<file path="src/hw/rtl/cfsc_ram.sv">
// ----------------------------------------------------------------------------
// Generic single-clock RAM
// One write port and one read port; read data is registered.
// ----------------------------------------------------------------------------
`default_nettype none

module cfsc_ram #(
  parameter int WIDTH = 8,
  parameter int DEPTH = 16
) (
  input  wire logic                     clk,
  input  wire logic                     we,
  input  wire logic [$clog2(DEPTH)-1:0] waddr,
  input  wire logic [WIDTH-1:0]         wdata,
  input  wire logic [$clog2(DEPTH)-1:0] raddr,
  output logic      [WIDTH-1:0]         rdata
);

  logic [WIDTH-1:0] mem [DEPTH];

  // Write and registered read.
  always_ff @(posedge clk) begin
    if (we) begin
      mem[waddr] <= wdata;
    end
    rdata <= mem[raddr];
  end

endmodule

`default_nettype wire

</file>
<file path="config.mk">
export PLATFORM = sky130hd
export DESIGN_NAME = cfsc_ram
export DESIGN_NICKNAME = d
export VERILOG_FILES = /design/src/hw/rtl/cfsc_ram.sv
export SDC_FILE = /design/constraint.sdc
export NUM_CORES = 1
export LEC_CHECK = 0
export BUFFER_PORTS_ARGS = -buffer_cell sky130_fd_sc_hd__buf_4
export CORE_MARGIN = 2
export CORE_UTILIZATION = 36
export DETAILED_ROUTE_END_ITERATION = 7
export PLACE_DENSITY = 0.51
export REMOVE_ABC_BUFFERS = 1
export SLEW_MARGIN = 20
export SYNTH_ARGS = -nofsm -noshare
export SYNTH_HDL_FRONTEND = slang
export SYNTH_SLANG_ARGS = --single-unit
</file>
<file path="constraint.sdc">
create_clock -name clk -period 3.2 [get_ports clk]
set_input_delay 0.16 -clock clk [delete_from_list [all_inputs] [get_ports clk]]
set_output_delay 0.16 -clock clk [all_outputs]
set_load 0.01 [all_outputs]
</file>
; ---- After elaboration in Yosys (flattened, before gate mapping)
; Memories as Yosys holds them, arrays and structs flattened. A register that Yosys moved wholly into a read port is not among the register bits.
; Cells that the tools add are included.
[word_totals]
output_inout_bits = 8
ram_bits = 128
mem_count = 1
inputBits = 18
wordCells = 3
reg_bits = 0
[op_classes]
n_mux = 2
[memory_table]
columns = name, words, width, read_ports, rd_clocked_by_memory_dff, wr, line_no
row1 = mem, 16, 8, 1, 1, 1, 19  ; logic [WIDTH-1:0] mem [DEPTH];
[op_table]
columns = cell, count
row1 = $mux 1, 2

; ---- Logic depth before layout (Yosys ltp)
[logic_depth]
ltp_word = 2
mapped_depth = 5
mapped_depth_nobuf = 3

; ---- Worst setup path before layout
; OpenSTA, ideal clock, no wires.
[synth_timing]
kind = input to register
from = input port waddr[2]
to = memory mem[0][0], enable pin
arrival_ns = 1.270
n_path_buf = 0
stages = 2
setup_time_ns = 0.383
required_ns = 2.817
setup_slack_ns = 1.547
cell_sequence = or3b_2 nor3_1
[synth_lines]
columns = item, line_no
row1 = start: declaration, 13  ; input wire logic [$clog2(DEPTH)-1:0] waddr,
row2 = end: declaration, 19
; Straight into the memory's write port.

==> results.json <==
{
  "hold_depth": 1,
  "clkSinkCount": 136,
  "syn_to_final_growth_pct": 19.4,
  "die_area_um2": 15300,
  "hold_violations": 0,
  "totalWireLength_um": 10400,
  "fin_ws_ns": 1.78,
  "end_kind": "register",
  "drtAntennaViolNets": 0,
  "clock_latency_ns": 0.41,
  "initialDrtViolationCount": 234,
  "vias": 2355,
  "place_ws_ns": 1.31,
  "tns_ns": 0,
  "final_nets": 285,
  "dp_hpwl_um": 6370,
  "cts_tree": "yes",
  "ff2ff_path_depth": 3,
  "htreeDepth": 4,
  "hold_start": "wdata[0]",
  "cp_max_fo": 32,
  "fmax_mhz": 705,
  "cts_made_buffers": 17,
  "ys_seq_area_share_pct": 77.8,
  "start_kind": "primary input",
  "ys_types": 19,
  "fin_crit_sh_pct": 44.3,
  "cts_root_buffer": "clkbuf_16",
  "clock_path_buffers": 2,
  "coreArea_um2": 13900,
  "portBuffers": 25,
  "finalPower_mw": 4.29,
  "ys_ff_latch": 136,
  "grt_start_max_net_pins": 33,
  "ioPinCount": 26,
  "status": "complete, no violations",
  "relSlewSlack_pct": 31.5,
  "regToRegEndpoint": "rdata[4]$_DFF_P_",
  "cts-resized-gates": 0,
  "insertedDiodeCount": 0,
  "wl_per_cell_um": 22.6,
  "worstHoldPathType": "primary input to register",
  "ir_drop_mv": 0.480,
  "worst_pin_slew_ns": 1.02,
  "vias_per_cell": 5.12,
  "holdPathEnd": "mem[10][0]$_DFFE_PP_",
  "leakagePower_nw": 2.04,
  "power_density_nw_per_um2": 698,
  "clkTransAtPathRegs_ns": 0.06,
  "synth_cells": 229,
  "rr_startpoint": "mem[9][4]$_DFFE_PP_",
  "postCtsHoldBufs": 0,
  "postCtsSetupRepairBufs": 0,
  "antenna_found_initial": 0,
  "yosys_warnings": 0,
  "whs_ns": 0.0605,
  "initial_core_util_pct": 36.9,
  "crit_type": "primary input to register",
  "finalSetupViolCount": 0,
  "drive_gt1_share_pct": 27.9,
  "drc": 0,
  "grt_pass1_wl_um": 15600,
  "clock_skew_ns": 0.00421,
  "grtUsageTotal_pct": 15.3,
  "fp-row-count": 43,
  "first_global_vias": 2508,
  "finalCoreUtilization_pct": 44.1,
  "cp.required_ns": 3.48,
  "finalMaxSlewViolations": 0,
  "period_minus_slack_ns": 1.42,
  "rsz0062_at_grt": "false",
  "overflow": 0,
  "drtPass1Iterations": 4,
  "die_w_um": 124,
  "die_y_um": 124,
  "syn_area_um2": 5150,
  "reg2reg_slack_ns": 1.82,
  "max_cap_viol_count": 0,
  "place_congestion": 0.706,
  "cp_data_arrival_time_ns": 1.70,
  "avgSynthCellArea_um2": 22.5
}
-- final cells by class --
cell class	count	area (um2)
timing repair buffer	29	218
sequential	136	4000
clock buffer	19	443
fill	1189	7790
clock inverter	13	200
tap	180	225
multi-input combinational	83	1060
-- worst max-delay path, stage by stage --
cell and delay, ns:
buf_4 0.48, mux4_1 0.63, a22oi_1 0.27, nand2_1 0.12
-- power breakdown --
part	internal, mW	total, mW	switching, mW
Clock	1.40	2.09	0.698
Sequential	1.99	2.00	0.0120
Combinational	0.0836	0.190	0.107
-- how the worst max path moves through the flow --
stage	from	endpoint	slack (ns)
after detailed placement	raddr[0]	rdata[4]$_DFF_P_	1.31
after CTS	raddr[0]	rdata[4]$_DFF_P_	1.75
after global placement	raddr[0]	rdata[4]$_DFF_P_	1.30
after global routing	raddr[0]	rdata[4]$_DFF_P_	1.71
final	raddr[0]	rdata[4]$_DFF_P_	1.78
after floorplan	waddr[2]	mem[0][0]$_DFFE_PP_	1.55
-- metal layers --
metal	routed length [um]	vias up	GRT usage, %
met5	0	-	0
met4	172	0	5.75
met3	445	14	4.40
met2	5220	54	24.0
met1	4540	1234	20.2
li1	-	1053	-
-- cell usage in the layout, fill, tap and decap left out, drive strengths merged --
master and instances:
mux4 32, bufinv 5, nor3 4, a22oi 16, or3b 1, buf 29, inv 1, edfxtp 128
nand2 9, nand3 1, nand2b 2, nand3b 2, clkinv 4, dfxtp 8, and2 1, clkinvlp 3
nor2b 1, nor2 13, clkbuf 19, and2b 1
-- through the flow --
step	cells	area [um2]
global route	460	6150
global placement	428	5500
finish	460	6150
CTS	460	6150
floorplan	219	5060
detailed placement	428	5500
-- cells by family after synthesis --
logic type / synth area share, %
compound gates: 2.33
buf+inv: 1.68
flops: 77.8
mux: 15.0
simple gates: 3.18
-- state kept, by name, summed over array words and instances, names as in the netlist --
register,cells
rdata,8
mem,128
-- synthesized netlist by cell type --
master	number	area share (%)
clkdlybuf4s25_2	3	0.58
or3b_2	1	0.17
nor3_1	4	0.39
nand2_1	9	0.66
nand2b_1	2	0.24
and2_1	1	0.12
nand3b_1	2	0.29
nand3_1	1	0.097
a22oi_1	16	2.3
mux4_2	18	7.9
buf_2	3	0.29
edfxtp_1	128	75
mux4_1	14	7.1
nor2_1	13	0.95
buf_6	3	0.66
buf_4	1	0.15
and2b_1	1	0.15
dfxtp_1	8	3.1
nor2b_1	1	0.12
Power figures use the tool's default switching activity.
