$ cat src/hw/rtl/cfsc_pkg.sv
// ----------------------------------------------------------------------------
// Chunk frequency stream classifier package
// Shared sizes, constants and handshake structs for the classifier modules.
// ----------------------------------------------------------------------------
`default_nettype none

package cfsc_pkg;

  // Chunk geometry.
  localparam int CHUNK_MB          = 1;
  localparam int CHUNK_ENTRIES     = 4096;
  localparam int SECTOR_BYTES      = 512;
  localparam int BYTES_PER_MB      = 1024 * 1024;
  localparam int SECTORS_PER_CHUNK = CHUNK_MB * BYTES_PER_MB / SECTOR_BYTES;
  localparam int CHUNK_SHIFT       = $clog2(SECTORS_PER_CHUNK);
  localparam int SLOT_W            = $clog2(CHUNK_ENTRIES);

  // Field widths.
  localparam int ADDR_W   = 23;
  localparam int SC_W     = 5;
  localparam int STREAM_W = 5;

  // Hit counters.
  localparam int HIT_BITS = 24;
  localparam logic [HIT_BITS-1:0] HIT_MAX = '1;

  // One table entry holds the valid bit over the hit counter.
  localparam int ENTRY_W = HIT_BITS + 1;

  // Reset value of the stream count register.
  localparam logic [SC_W-1:0] SC_RESET = SC_W'(4);

  // Divider sizes: the dividend may be one bit wider than a counter.
  localparam int DIVIDEND_W = HIT_BITS + 1;
  localparam int DIV_STEPS  = DIVIDEND_W;
  localparam int DIV_CNT_W  = $clog2(DIV_STEPS + 1);

  // Request to the shared divider.
  typedef struct packed {
    logic                  start;
    logic [DIVIDEND_W-1:0] dividend;
    logic [HIT_BITS-1:0]   divisor;
  } div_req_t;

  // Response from the shared divider.
  typedef struct packed {
    logic                  done;
    logic [DIVIDEND_W-1:0] quotient;
  } div_rsp_t;

endpackage

`default_nettype wire

$ cat src/hw/rtl/cfsc_div.sv
// ----------------------------------------------------------------------------
// Bit-serial unsigned divider
// Restoring division, one quotient bit per cycle, shared by both divisions.
// ----------------------------------------------------------------------------
`default_nettype none

module cfsc_div (
  input  wire logic              clk,
  input  wire logic              rst,
  input  wire cfsc_pkg::div_req_t req,
  output cfsc_pkg::div_rsp_t      rsp
);

  logic [cfsc_pkg::HIT_BITS-1:0]   rem;
  logic [cfsc_pkg::DIVIDEND_W-1:0] quo;
  logic [cfsc_pkg::HIT_BITS-1:0]   dvs;
  logic [cfsc_pkg::DIV_CNT_W-1:0]  cnt;
  logic                            active;
  logic                            done;

  logic [cfsc_pkg::DIVIDEND_W-1:0] shifted;
  logic [cfsc_pkg::DIVIDEND_W-1:0] diff;
  logic                            ge;

  // One trial subtraction of the partial remainder.
  always_comb begin
    shifted = {rem, quo[cfsc_pkg::DIVIDEND_W-1]};
    ge      = shifted >= {1'b0, dvs};
    diff    = shifted - {1'b0, dvs};
  end

  // Iteration control and datapath.
  always_ff @(posedge clk) begin
    if (rst) begin
      active <= 1'b0;
      done   <= 1'b0;
      cnt    <= '0;
    end else begin
      done <= 1'b0;
      if (req.start) begin
        active <= 1'b1;
        cnt    <= cfsc_pkg::DIV_CNT_W'(cfsc_pkg::DIV_STEPS);
        rem    <= '0;
        quo    <= req.dividend;
        dvs    <= req.divisor;
      end else if (active) begin
        rem <= ge ? diff[cfsc_pkg::HIT_BITS-1:0] : shifted[cfsc_pkg::HIT_BITS-1:0];
        quo <= {quo[cfsc_pkg::DIVIDEND_W-2:0], ge};
        cnt <= cnt - 1'b1;
        if (cnt == cfsc_pkg::DIV_CNT_W'(1)) begin
          active <= 1'b0;
          done   <= 1'b1;
        end
      end
    end
  end

  assign rsp.done     = done;
  assign rsp.quotient = quo;

endmodule

`default_nettype wire

$ cat config.mk
export PLATFORM = sky130hd
export DESIGN_NAME = cfsc_div
export DESIGN_NICKNAME = d
export VERILOG_FILES = /design/src/hw/rtl/cfsc_pkg.sv /design/src/hw/rtl/cfsc_div.sv
export SDC_FILE = /design/constraint.sdc
export NUM_CORES = 1
export LEC_CHECK = 0
export BUFFER_PORTS_ARGS = -buffer_cell sky130_fd_sc_hd__buf_4
export CORE_MARGIN = 8
export CORE_UTILIZATION = 57
export DETAILED_ROUTE_END_ITERATION = 7
export PLACE_DENSITY = 0.8
export SLEW_MARGIN = 20
export SYNTH_ARGS = -nofsm -noshare
export SYNTH_HDL_FRONTEND = slang
export SYNTH_SLANG_ARGS = --single-unit
$ cat constraint.sdc
create_clock -name clk -period 6.2 [get_ports clk]
set_clock_uncertainty 0.2 [all_clocks]
set_input_delay 0.62 -clock clk [delete_from_list [all_inputs] [get_ports clk]]
set_output_delay 0.62 -clock clk [all_outputs]
set_load 0.02 [all_outputs]
# Word level (Yosys, flattened, before mapping)
# Cells that the tools add are included.
[totals]
wordCells = 28
reg_bits = 80
out_inout_bits = 26
[classes]
n_reduce_logical = 5
muxes = 10
n_eq_ne = 1
order_cmp = 1
addsub = 2
bitwise_logic = 2
[op_table]
columns = ["op", "n"]
rows = [
  ["$mux W25", 2],
  ["$mux W24", 2],
  ["$ge A25 B24 Y1", 1],
  ["$sub A24 B24 Y24", 1],
  ["$mux W5", 2],
  ["$eq A5 B1 Y1 const B", 1],
  ["$sub A5 B1 Y5 const B", 1],
  ["$mux W1", 4],
  ["$reduce_and A2 Y1", 2],
  ["$reduce_or A3 Y1", 1],
  ["$not A1 Y1", 2],
  ["$reduce_bool A2 Y1", 1],
  ["$reduce_or A2 Y1", 1],
]

# Logic depth before layout (Yosys ltp)
# Gate-level depths: netlist (run 1).
[depth]
word_depth = 4
ltp_mapped = 11
ltp_nobuf = 10

# Worst setup path after synthesis (run 1)
# No wires, ideal clock.
[synth_path]
path_type = "input to register"
startpoint = "input req[49] (netlist bit)"
endpoint = "register quo[0] (netlist bit) (enable)"
t_arrival_ps = 3062
required_ps = 5544
path_buffers = 1
path_slack_ps = 2482
stages = 3
setup_time_ps = 456
cell_sequence = "buf_1 nor2_1 nor2_1"
[synth_between]
elab_chain_len = 2
[synth_rtl]
columns = ["element", "line", "rtl"]
rows = [
  ["start, declared", "cfsc_div.sv:10", "input wire cfsc_pkg::div_req_t req,"],
  ["$reduce_bool A2 Y1 (no line)", "--", ""],
  ["$reduce_and A2 Y1 (no line)", "--", ""],
  ["end signal, assigned", "cfsc_div.sv:44", "quo <= req.dividend;"],
  ["end signal, assigned", "cfsc_div.sv:48", "quo <= {quo[cfsc_pkg::DIVIDEND_W-2:0], ge};"],
  ["end, declared", "cfsc_div.sv:15", "logic [cfsc_pkg::DIVIDEND_W-1:0] quo;"],
]
# No other way between the ends.
# A chain may end at the register's enable or synchronous reset.

# Worst setup path after layout (run 1)
[layout_path]
startpoint = "register rem[8] (netlist bit)"
endpoint = "register rem[23] (netlist bit) (data pin)"
[layout_between]
elab_chain_len = 3
[layout_rtl]
columns = ["element", "line", "rtl"]
rows = [
  ["start, declared", "cfsc_div.sv:14", "logic [cfsc_pkg::HIT_BITS-1:0] rem;"],
  ["start signal, assigned", "cfsc_div.sv:47", "rem <= ge ? diff[cfsc_pkg::HIT_BITS-1:0] : shifted[cfsc_pkg::HIT_BITS-1:0];"],
  ["$sub A24 B24 Y24 / $ge A25 B24 Y1 (equally long branches)", "cfsc_div.sv:29, cfsc_div.sv:28", ""],
  ["$mux W24 (*)", "cfsc_div.sv:47", ""],
  ["$mux W24 (*)", "cfsc_div.sv:46", "end else if (active) begin"],
]
# Every way passes the cells marked *; elsewhere a longest branch is shown, timed or not. The select of a mux whose other input is x is not followed.

==> results of run 1 <==
-- cell type report --
| type | instances | area share, % |
|---|---|---|
| Tap cell | 108 | 2.37 |
| Clock inverter | 7 | 0.965 |
| Timing Repair Buffer | 79 | 10.4 |
| Inverter | 43 | 2.83 |
| Sequential cell | 80 | 40.9 |
| Clock buffer | 9 | 2.17 |
| Multi-Input combinational cell | 323 | 40.4 |
-- metrics by stage --
| step | std cells | utilization [%] | total power, W |
|---|---|---|---|
| detailed placement | 633 | 64.6 | 0.00112 |
| finish | 649 | 66.7 | 0.00146 |
| floorplan | 467 | - | 0.00101 |
| global placement | 633 | 64.6 | 0.00110 |
| CTS | 649 | 66.7 | 0.00146 |
| global route | 649 | 66.7 | 0.00154 |
-- flip-flops by register name (all words and copies together) (netlist names) --
signal  flops
quo        25
dvs        24
rem        24
cnt         5
active      1
done        1
-- routing by layer --
metal  share of wire (%)  wire length, µm  up-vias
met2                  48             5510      151
li1                    -                -     1854
met4                 1.6              186        0
met3                 9.7             1100       18
met1                  40             4570     1864
met5                   0                0        -
-- power groups by stage --
stage	Combinational (W)	Clock, W	Sequential (W)
floorplan	0.000319	0	0.000688
global placement	0.000423	0	0.000678
detailed placement	0.000435	0	0.000680
CTS	0.000438	0.000359	0.000668
global route	0.000486	0.000378	0.000673
finish	0.000443	0.000353	0.000667
-- path summary, 6_finish.rpt --
| check | from | to | slack (ps) | cells past startpoint |
|---|---|---|---|---|
| max reg2reg | rem[8] | rem[23] | 3100 | 8 |
| min reg2reg | cnt[1] | cnt[1] | 340 | 2 |
| min | req[18] | dvs[18] | 240 | 1 |
| max | rem[8] | rem[23] | 3100 | 8 |
-- cell families (layout without fill, tap and decap cells) --
group | after synthesis | after routing | synth area share, %
buffers and inverters | 64 | 138 | 5.83
and+or+nand+nor | 133 | 133 | 13.4
muxes | 28 | 28 | 6.42
adders and majority gates | 27 | 27 | 7.03
xor gates and xnor gates | 15 | 15 | 2.67
AOI/OAI and AO/OA | 120 | 120 | 17.2
DFF | 80 | 80 | 47.5
-- cell usage after synthesis (2+ instances only) --
master,n
sky130_fd_sc_hd__a2111oi_0,2
sky130_fd_sc_hd__a211oi_1,8
sky130_fd_sc_hd__a211oi_2,3
sky130_fd_sc_hd__a21o_1,6
sky130_fd_sc_hd__a21oi_1,40
sky130_fd_sc_hd__a31oi_1,5
sky130_fd_sc_hd__and4_1,2
sky130_fd_sc_hd__buf_1,4
sky130_fd_sc_hd__buf_2,4
sky130_fd_sc_hd__buf_4,5
sky130_fd_sc_hd__buf_6,3
sky130_fd_sc_hd__clkbuf_1,5
sky130_fd_sc_hd__dfxtp_1,7
sky130_fd_sc_hd__edfxtp_1,73
sky130_fd_sc_hd__ha_1,26
sky130_fd_sc_hd__inv_1,43
sky130_fd_sc_hd__mux2_2,24
sky130_fd_sc_hd__mux2i_1,3
sky130_fd_sc_hd__nand2_1,48
sky130_fd_sc_hd__nand2b_1,2
sky130_fd_sc_hd__nand3_1,10
sky130_fd_sc_hd__nand3_2,2
sky130_fd_sc_hd__nand4_1,4
sky130_fd_sc_hd__nor2_1,27
sky130_fd_sc_hd__nor2b_1,2
sky130_fd_sc_hd__nor3_1,14
sky130_fd_sc_hd__nor4_1,3
sky130_fd_sc_hd__nor4b_1,2
sky130_fd_sc_hd__o2111ai_1,3
sky130_fd_sc_hd__o21a_1,7
sky130_fd_sc_hd__o21ai_0,17
sky130_fd_sc_hd__o21ai_1,2
sky130_fd_sc_hd__o21bai_1,4
sky130_fd_sc_hd__o22ai_1,3
sky130_fd_sc_hd__o31ai_1,3
sky130_fd_sc_hd__or3_1,8
sky130_fd_sc_hd__xnor2_1,12
sky130_fd_sc_hd__xor2_1,3
==> impl_table.tex, run 1 <==
\begin{tabular}{lr}
\hline
Metric & Value \\
\hline
\multicolumn{2}{l}{\textbf{Status}} \\
\quad Status & finished, final reports clean \\
\multicolumn{2}{l}{\textbf{Finish}} \\
\quad Reg area & 2330 µm² \\
\quad Filler Cell Count & 692 \\
\quad Finished Cell Area & 5710 µm² \\
\quad Diode insertion count for antenna repair & 0 \\
\quad Top library cells by usage in the layout, fill and taps aside & 79 x sky130\_fd\_sc\_hd\_\_buf\_4, 73 x sky130\_fd\_sc\_hd\_\_edfxtp\_1, 48 x sky130\_fd\_sc\_hd\_\_nand2\_1, 43 x sky130\_fd\_sc\_hd\_\_inv\_1, 40 x sky130\_fd\_sc\_hd\_\_a21oi\_1 \\
\quad Layout overhead on the synthesized area & 16.1\% \\
\quad Fraction of layout cells with a size suffix above 1 & 25.3\% \\
\quad Most common library cell in the layout ignoring fill and taps & sky130\_fd\_sc\_hd\_\_buf\_4 \\
\quad Net count, final & 615 \\
\quad Footprint of the multi-input gates & 2310 µm² \\
\multicolumn{2}{l}{\textbf{STA}} \\
\quad Final worst-path cycle share & 50.0\% \\
\quad Worst setup slack after layout & 3100 ps \\
\quad Timing-limited maximum frequency & 323 MHz \\
\quad Final Max Slew Viols & 0 \\
\quad Actual slew at the worst max-slew pin & 685 ps \\
\quad Hold violation count in the final report & 0 \\
\quad Worst hold margin & 235 ps \\
\quad Normalized max-slew margin & 54.3\% \\
\quad Unrepaired setup endpoints after global routing & false \\
\quad Final total negative setup slack & 0 ps \\
\quad Count of final setup violators & 0 \\
\quad Final period demand of the worst path & 3100 ps \\
\multicolumn{2}{l}{\textbf{Die}} \\
\quad Core Rows & 34 \\
\quad Die area & 11800 µm² \\
\quad Die Height & 109 µm \\
\quad Core area & 8550 µm² \\
\quad Horizontal extent of the die & 109 µm \\
\quad Initial standard-cell utilization of the core & 57.5\% \\
\quad Ports & 78 \\
\multicolumn{2}{l}{\textbf{Global route}} \\
\quad Via count of the first global-routing pass & 3873 \\
\quad Pin count of the biggest net entering global routing & 50 \\
\quad Final global-route overflow total & 0 \\
\quad First-pass GRT wire length & 18400 µm \\
\quad Overall global routing resource usage & 19.7\% \\
\quad Global-route layer with the greatest usage & met2 \\
\quad Antenna violations before repair & 0 \\
\quad GR Layer Usage met3 & 8.16\% \\
\quad Met2 track utilization from global routing & 32.0\% \\
\quad Routing usage on met1 & 23.0\% \\
\multicolumn{2}{l}{\textbf{Power and ir drop}} \\
\quad Fraction of power spent switching nets & 33.3\% \\
\quad Internal power summed over all cells & 0.000976 W \\
\quad Total power per unit cell area & 256 nW/µm² \\
\quad Combinational power share & 30.3\% \\
\quad Static Leak & 2.28 nW \\
\quad Max rail drop VDD & 0.148 mV \\
\quad Sequential share of power & 45.6\% \\
\quad Clock network fraction of total power & 24.1\% \\
\quad Net switching component of the power & 0.000487 W \\
\multicolumn{2}{l}{\textbf{Detailed routing}} \\
\quad Detailed Route WL & 11400 µm \\
\quad Remaining number of nets flagged by the antenna check after routing & 0 \\
\quad Total number of vias & 3887 \\
\quad Initial detailed-routing violation count & 288 \\
\quad Iteration count of the initial detailed-routing pass & 5 \\
\quad Residual DRC & 0 \\
\quad Drt via density & 5.99 \\
\quad Wirelength per Cell & 17.5 µm \\
\multicolumn{2}{l}{\textbf{Worst hold path}} \\
\quad Worst hold path class & in2reg \\
\multicolumn{2}{l}{\textbf{Placement}} \\
\quad Port Buf Inserts & 77 \\
\quad DP Area & 5530 µm² \\
\quad HPWL after detailed placement & 8380 µm \\
\quad Gp weighted congestion & 0.917 \\
\quad Post-placement setup slack & 3150 ps \\
\multicolumn{2}{l}{\textbf{Worst setup path}} \\
\quad Critical Path RT & 6170 ps \\
\quad Startpoint class of the critical path & flop \\
\quad Kind of cell adding the most delay to the critical path & compound AO/OA/AOI/OAI gates \\
\quad Data arrival time of the worst path & 3070 ps \\
\quad Slowest cell delay on critical path & 530 ps \\
\quad Number of buffer and inverter instances along the worst setup path & 0 \\
\quad Critical path endpoint category & flop \\
\quad Worst-path cell with the longest stage delay & sky130\_fd\_sc\_hd\_\_ha\_1 \\
\quad Crit path kind & reg2reg \\
\quad Ordered list of cells on the worst path & ha\_1, nand3\_2, nor4\_2, a41oi\_2, o21ai\_2, a41o\_4, o31ai\_1, o32ai\_1 \\
\quad Peak fanout along the critical path & 32 \\
\multicolumn{2}{l}{\textbf{Synthesis}} \\
\quad Synth Net Count & 546 \\
\quad Netlist Area Pre-Place & 4910 µm² \\
\quad Number of warnings issued by yosys & 0 \\
\quad Top cell type's share of synthesized area & 44.6\% \\
\quad Number of instances in the synthesized netlist & 467 \\
\quad Count of unique library cells instantiated by Yosys & 66 \\
\quad Biggest area contributors in the synthesized netlist & sky130\_fd\_sc\_hd\_\_edfxtp\_1 45\%, sky130\_fd\_sc\_hd\_\_ha\_1 6.6\%, sky130\_fd\_sc\_hd\_\_mux2\_2 5.5\% \\
\quad Synth async-reset ratio & 0\% \\
\quad Share of the yosys chip area belonging to registers & 47.5\% \\
\quad Post-synth top area cell & sky130\_fd\_sc\_hd\_\_edfxtp\_1 \\
\quad Register bit count reported by yosys & 80 \\
\quad Average cell area after synthesis & 10.5 µm² \\
\quad Number of enable-type register cells in the synthesized netlist & 73 \\
\quad Most used DFF post-synth & sky130\_fd\_sc\_hd\_\_edfxtp\_1 \\
\multicolumn{2}{l}{\textbf{Job}} \\
\quad Number of max-cap violations & 0 \\
\multicolumn{2}{l}{\textbf{Clock tree}} \\
\quad H-tree depth & 3 \\
\quad Number of hold buffers added after cts & 0 \\
\quad Setup Buffers After CTS & 0 \\
\quad Clock tree from TritonCTS & yes \\
\quad Number of gates resized after CTS & 0 \\
\quad Worst-path clk slew & 90 ps \\
\quad Insertion delay of the later-clocked pin in the worst-skew pair & 350 ps \\
\quad Total number of clock tree sinks & 80 \\
\quad Master cell of the clock root buffer & sky130\_fd\_sc\_hd\_\_clkbuf\_8 \\
\quad Number of buffers inserted during clock tree synthesis & 9 \\
\quad Buffer depth of the longest clock path & 2 \\
\hline
\end{tabular}
Power figures use the tool's default switching activity.
==> inputs of run 2 (changes only) <==
--- a/config.mk
+++ b/config.mk
@@ -5,6 +5,7 @@
 export SDC_FILE = /design/constraint.sdc
 export NUM_CORES = 1
 export LEC_CHECK = 0
+export ABC_AREA = 1
 export BUFFER_PORTS_ARGS = -buffer_cell sky130_fd_sc_hd__buf_4
 export CORE_MARGIN = 8
 export CORE_UTILIZATION = 57
==> constraint.sdc (replaced) <==
create_clock -name clk -period 3.2 [get_ports clk]
set_clock_uncertainty 0.2 [all_clocks]
set_input_delay 0.32 -clock clk [delete_from_list [all_inputs] [get_ports clk]]
set_output_delay 0.32 -clock clk [all_outputs]
set_load 0.02 [all_outputs]
==> impl_table.tex, run 2 <==
\begin{tabular}{lr}
\hline
Metric & Value \\
\hline
\multicolumn{2}{l}{\textbf{Detailed routing}} \\
\quad Remaining number of nets flagged by the antenna check after routing & 0 (unchanged) \\
\quad Wirelength per Cell & 14.1 µm (-20\%) \\
\quad Iteration count of the initial detailed-routing pass & 5 (unchanged) \\
\quad Total number of vias & 4564 (+17\%) \\
\quad Drt via density & 5.01 (-16\%) \\
\quad Initial detailed-routing violation count & 290 (+0.69\%) \\
\quad Detailed Route WL & 12800 µm (+13\%) \\
\quad Residual DRC & 0 (unchanged) \\
\multicolumn{2}{l}{\textbf{Worst setup path}} \\
\quad Slowest cell delay on critical path & 420 ps (-110 ps) \\
\quad Data arrival time of the worst path & 2620 ps (-450 ps) \\
\quad Internal reg-to-reg setup slack & 510 ps (-2590 ps) \\
\quad Peak fanout along the critical path & 16 (-50\%) \\
\quad Crit path kind & reg2reg \\
\quad Critical Path RT & 3130 ps (-3040 ps) \\
\quad Worst-path cell with the longest stage delay & sky130\_fd\_sc\_hd\_\_edfxtp\_1 \\
\quad Cell repeated most along the worst path & sky130\_fd\_sc\_hd\_\_nand2\_1 \\
\quad Startpoint class of the critical path & flop \\
\quad Ordered list of cells on the worst path & ha\_1, nand2\_1, inv\_1, nand2\_1, nand2\_1, nand2\_1, nand2\_1, a21oi\_4, nand3\_4, nand2\_2, nand2\_1, nand2\_1, inv\_1 \\
\quad Critical path endpoint category & flop \\
\multicolumn{2}{l}{\textbf{Power and ir drop}} \\
\quad Total power per unit cell area & 521 nW/µm² (+100\%) \\
\quad Static Leak & 3.33 nW (+46\%) \\
\quad Max rail drop VDD & 0.335 mV (+130\%) \\
\multicolumn{2}{l}{\textbf{Synthesis}} \\
\quad Top cell type's share of synthesized area & 41.8\% (-2.8 points) \\
\quad Biggest area contributors in the synthesized netlist & sky130\_fd\_sc\_hd\_\_edfxtp\_1 42\%, sky130\_fd\_sc\_hd\_\_nand2\_1 20\%, sky130\_fd\_sc\_hd\_\_inv\_1 8.4\% \\
\quad Register bit count reported by yosys & 80 (unchanged) \\
\quad Synth Net Count & 770 (+41\%) \\
\quad Number of enable-type register cells in the synthesized netlist & 73 (unchanged) \\
\quad Number of warnings issued by yosys & 0 (unchanged) \\
\quad Share of the yosys chip area belonging to registers & 44.5\% (-3.0 points) \\
\quad Count of unique library cells instantiated by Yosys & 40 (-39\%) \\
\quad Number of instances in the synthesized netlist & 691 (+48\%) \\
\quad Average cell area after synthesis & 7.59 µm² (-28\%) \\
\quad Netlist Area Pre-Place & 5250 µm² (+6.7\%) \\
\quad Synth async-reset ratio & 0\% (unchanged) \\
\quad Post-synth top area cell & sky130\_fd\_sc\_hd\_\_edfxtp\_1 \\
\quad Top cells by count, synth & 281 x sky130\_fd\_sc\_hd\_\_nand2\_1, 118 x sky130\_fd\_sc\_hd\_\_inv\_1, 73 x sky130\_fd\_sc\_hd\_\_edfxtp\_1, 58 x sky130\_fd\_sc\_hd\_\_nor2\_1, 26 x sky130\_fd\_sc\_hd\_\_ha\_1 \\
\quad Most used DFF post-synth & sky130\_fd\_sc\_hd\_\_edfxtp\_1 \\
\quad Top-count cell post-synth & sky130\_fd\_sc\_hd\_\_nand2\_1 \\
\multicolumn{2}{l}{\textbf{Clock tree}} \\
\quad Insertion delay of the later-clocked pin in the worst-skew pair & 360 ps (about the same) \\
\quad Number of gates resized after CTS & 0 (unchanged) \\
\quad Setup Buffers After CTS & 0 (unchanged) \\
\quad Worst-path clk slew & 110 ps (+20 ps) \\
\quad Master cell of the clock root buffer & sky130\_fd\_sc\_hd\_\_clkbuf\_8 \\
\quad Total number of clock tree sinks & 80 (unchanged) \\
\quad Clock tree from TritonCTS & yes \\
\quad H-tree depth & 3 (unchanged) \\
\quad Buffer depth of the longest clock path & 2 (unchanged) \\
\quad Number of buffers inserted during clock tree synthesis & 9 (unchanged) \\
\multicolumn{2}{l}{\textbf{Finish}} \\
\quad Most common library cell in the layout ignoring fill and taps & sky130\_fd\_sc\_hd\_\_nand2\_1 \\
\quad Layout overhead on the synthesized area & 22.0\% \\
\quad Diode insertion count for antenna repair & 0 (unchanged) \\
\quad Fraction of layout cells with a size suffix above 1 & 16.4\% (-8.9 points) \\
\quad Flip-flop count of the largest register, all copies and words added & 25 (unchanged) \\
\quad Most flop-heavy register & quo \\
\quad Largest registers in the final layout & quo: 25 flops, dvs: 24 flops, rem: 24 flops \\
\quad Top library cells by usage in the layout, fill and taps aside & 281 x sky130\_fd\_sc\_hd\_\_nand2\_1, 118 x sky130\_fd\_sc\_hd\_\_inv\_1, 79 x sky130\_fd\_sc\_hd\_\_buf\_4, 73 x sky130\_fd\_sc\_hd\_\_edfxtp\_1, 57 x sky130\_fd\_sc\_hd\_\_nor2\_1 \\
\quad Util after Layout & 70.6\% (+3.9 points) \\
\quad Net count, final & 874 (+42\%) \\
\multicolumn{2}{l}{\textbf{Die}} \\
\quad Horizontal extent of the die & 112 µm (+2.8\%) \\
\quad Core Rows & 35 (+2.9\%) \\
\quad Initial standard-cell utilization of the core & 57.9\% (+0.38 points) \\
\quad Die area & 12500 µm² (+5.7\%) \\
\quad Core area & 9060 µm² (+6.0\%) \\
\quad Die Height & 112 µm (+2.8\%) \\
\quad Ports & 78 (unchanged) \\
\multicolumn{2}{l}{\textbf{Placement}} \\
\quad HPWL after detailed placement & 9510 µm (+13\%) \\
\quad Port Buf Inserts & 77 (unchanged) \\
\quad Post-placement setup slack & 540 ps (-2610 ps) \\
\quad Gp weighted congestion & 0.972 (+6.0\%) \\
\multicolumn{2}{l}{\textbf{Global route}} \\
\quad First-pass GRT wire length & 21200 µm (+15\%) \\
\quad Overall global routing resource usage & 20.8\% (+1.1 points) \\
\quad Pin count of the biggest net entering global routing & 55 (+10\%) \\
\quad Final global-route overflow total & 0 (unchanged) \\
\quad Via count of the first global-routing pass & 4517 (+17\%) \\
\quad Antenna violations before repair & 0 (unchanged) \\
\multicolumn{2}{l}{\textbf{STA}} \\
\quad Worst setup slack after layout & 509 ps (-2590 ps) \\
\quad Final Max Slew Viols & 0 (unchanged) \\
\quad Final period demand of the worst path & 2690 ps (-410 ps) \\
\quad Hold violation count in the final report & 0 (unchanged) \\
\quad Final total negative setup slack & 0 ps (unchanged) \\
\quad Count of final setup violators & 0 (unchanged) \\
\quad Unrepaired setup endpoints after global routing & false \\
\quad Timing-limited maximum frequency & 372 MHz (+15\%) \\
\quad Normalized max-slew margin & 34.5\% (-20 points) \\
\quad Final worst-path cycle share & 84.1\% (+34 points) \\
\quad Worst hold margin & 23.5 ps (-212 ps) \\
\quad Actual slew at the worst max-slew pin & 980 ps (+295 ps) \\
\multicolumn{2}{l}{\textbf{Worst hold path}} \\
\quad Worst hold path class & in2reg \\
\multicolumn{2}{l}{\textbf{Status}} \\
\quad Status & finished, final reports clean \\
\multicolumn{2}{l}{\textbf{Job}} \\
\quad Number of max-cap violations & 0 (unchanged) \\
\hline
\end{tabular}
run 2: cells by family after synthesis:
| kind of cell | count (synthesis) | synth area share (%) |
|---|---|---|
| simple gates | 415 | 34.1 |
| buf+inv | 134 | 10.2 |
| flops | 80 | 44.5 |
| fa+ha+maj | 27 | 6.58 |
| compound gates | 25 | 2.96 |
| xor+xnor | 10 | 1.67 |
run 2: path summary, 6_finish.rpt:
check | depth (start not counted) | endpoint | start
setup / recovery | 13 | rem[22] | rem[19]
hold / removal | 3 | quo[21] | req[45]
setup reg to reg | 13 | rem[22] | rem[19]
hold reg to reg | 2 | cnt[4] | cnt[4]
run 2: routing by layer:
layer	global-route usage, %	vias up	part of all wire [%]
met5	0	-	0
met4	7.11	0	1.7
met3	4.98	16	6.5
met2	33.8	144	46
met1	26.4	2049	46
li1	-	2355	-
run 2: stage by stage:
step / cells / power [W] / cell area [µm²]
6_report: 911 / 0.00334 / 6400
5_1_grt: 911 / 0.00354 / 6400
4_1_cts: 911 / 0.00334 / 6400
3_5_place_dp: 870 / 0.00252 / 5950
3_3_place_gp: 870 / 0.00250 / 5950
2_1_floorplan: 691 / 0.00221 / 5250
run 2: layout make-up:
type                    count  area, µm²
fillers                   764       2660
multi-input cells         477       2390
flip-flops and latches     80       2330
repair buffers            106        883
inverters                 121        454
well taps                 111        139
clock buffers               9        124
clock inverters             7       78.8
run 2: where the power goes:
| group | total [W] | leakage (nW) | switching [W] | internal (W) |
|---|---|---|---|---|
| logic | 0.00118 | 2.47 | 0.000732 | 0.000449 |
| registers | 0.00135 | 0.763 | 0.0000656 | 0.00129 |
| clock network | 0.000803 | 0.0994 | 0.000433 | 0.000370 |
| total | 0.00334 | 3.33 | 0.00123 | 0.00210 |
run 2: what timing repair did:
action	in CTS	in global routing
hold endpoints to repair	27	0
hold buffers	25	0
endpoints found under the setup margin	0	0
run 2: worst max-delay path: cells and delay by family, from the launching register on:
family	cells	cell delay, ps
compound gates	1	200
fa+ha+maj	1	410
simple gates	9	1130
buf+inv	2	80
flops	1	420
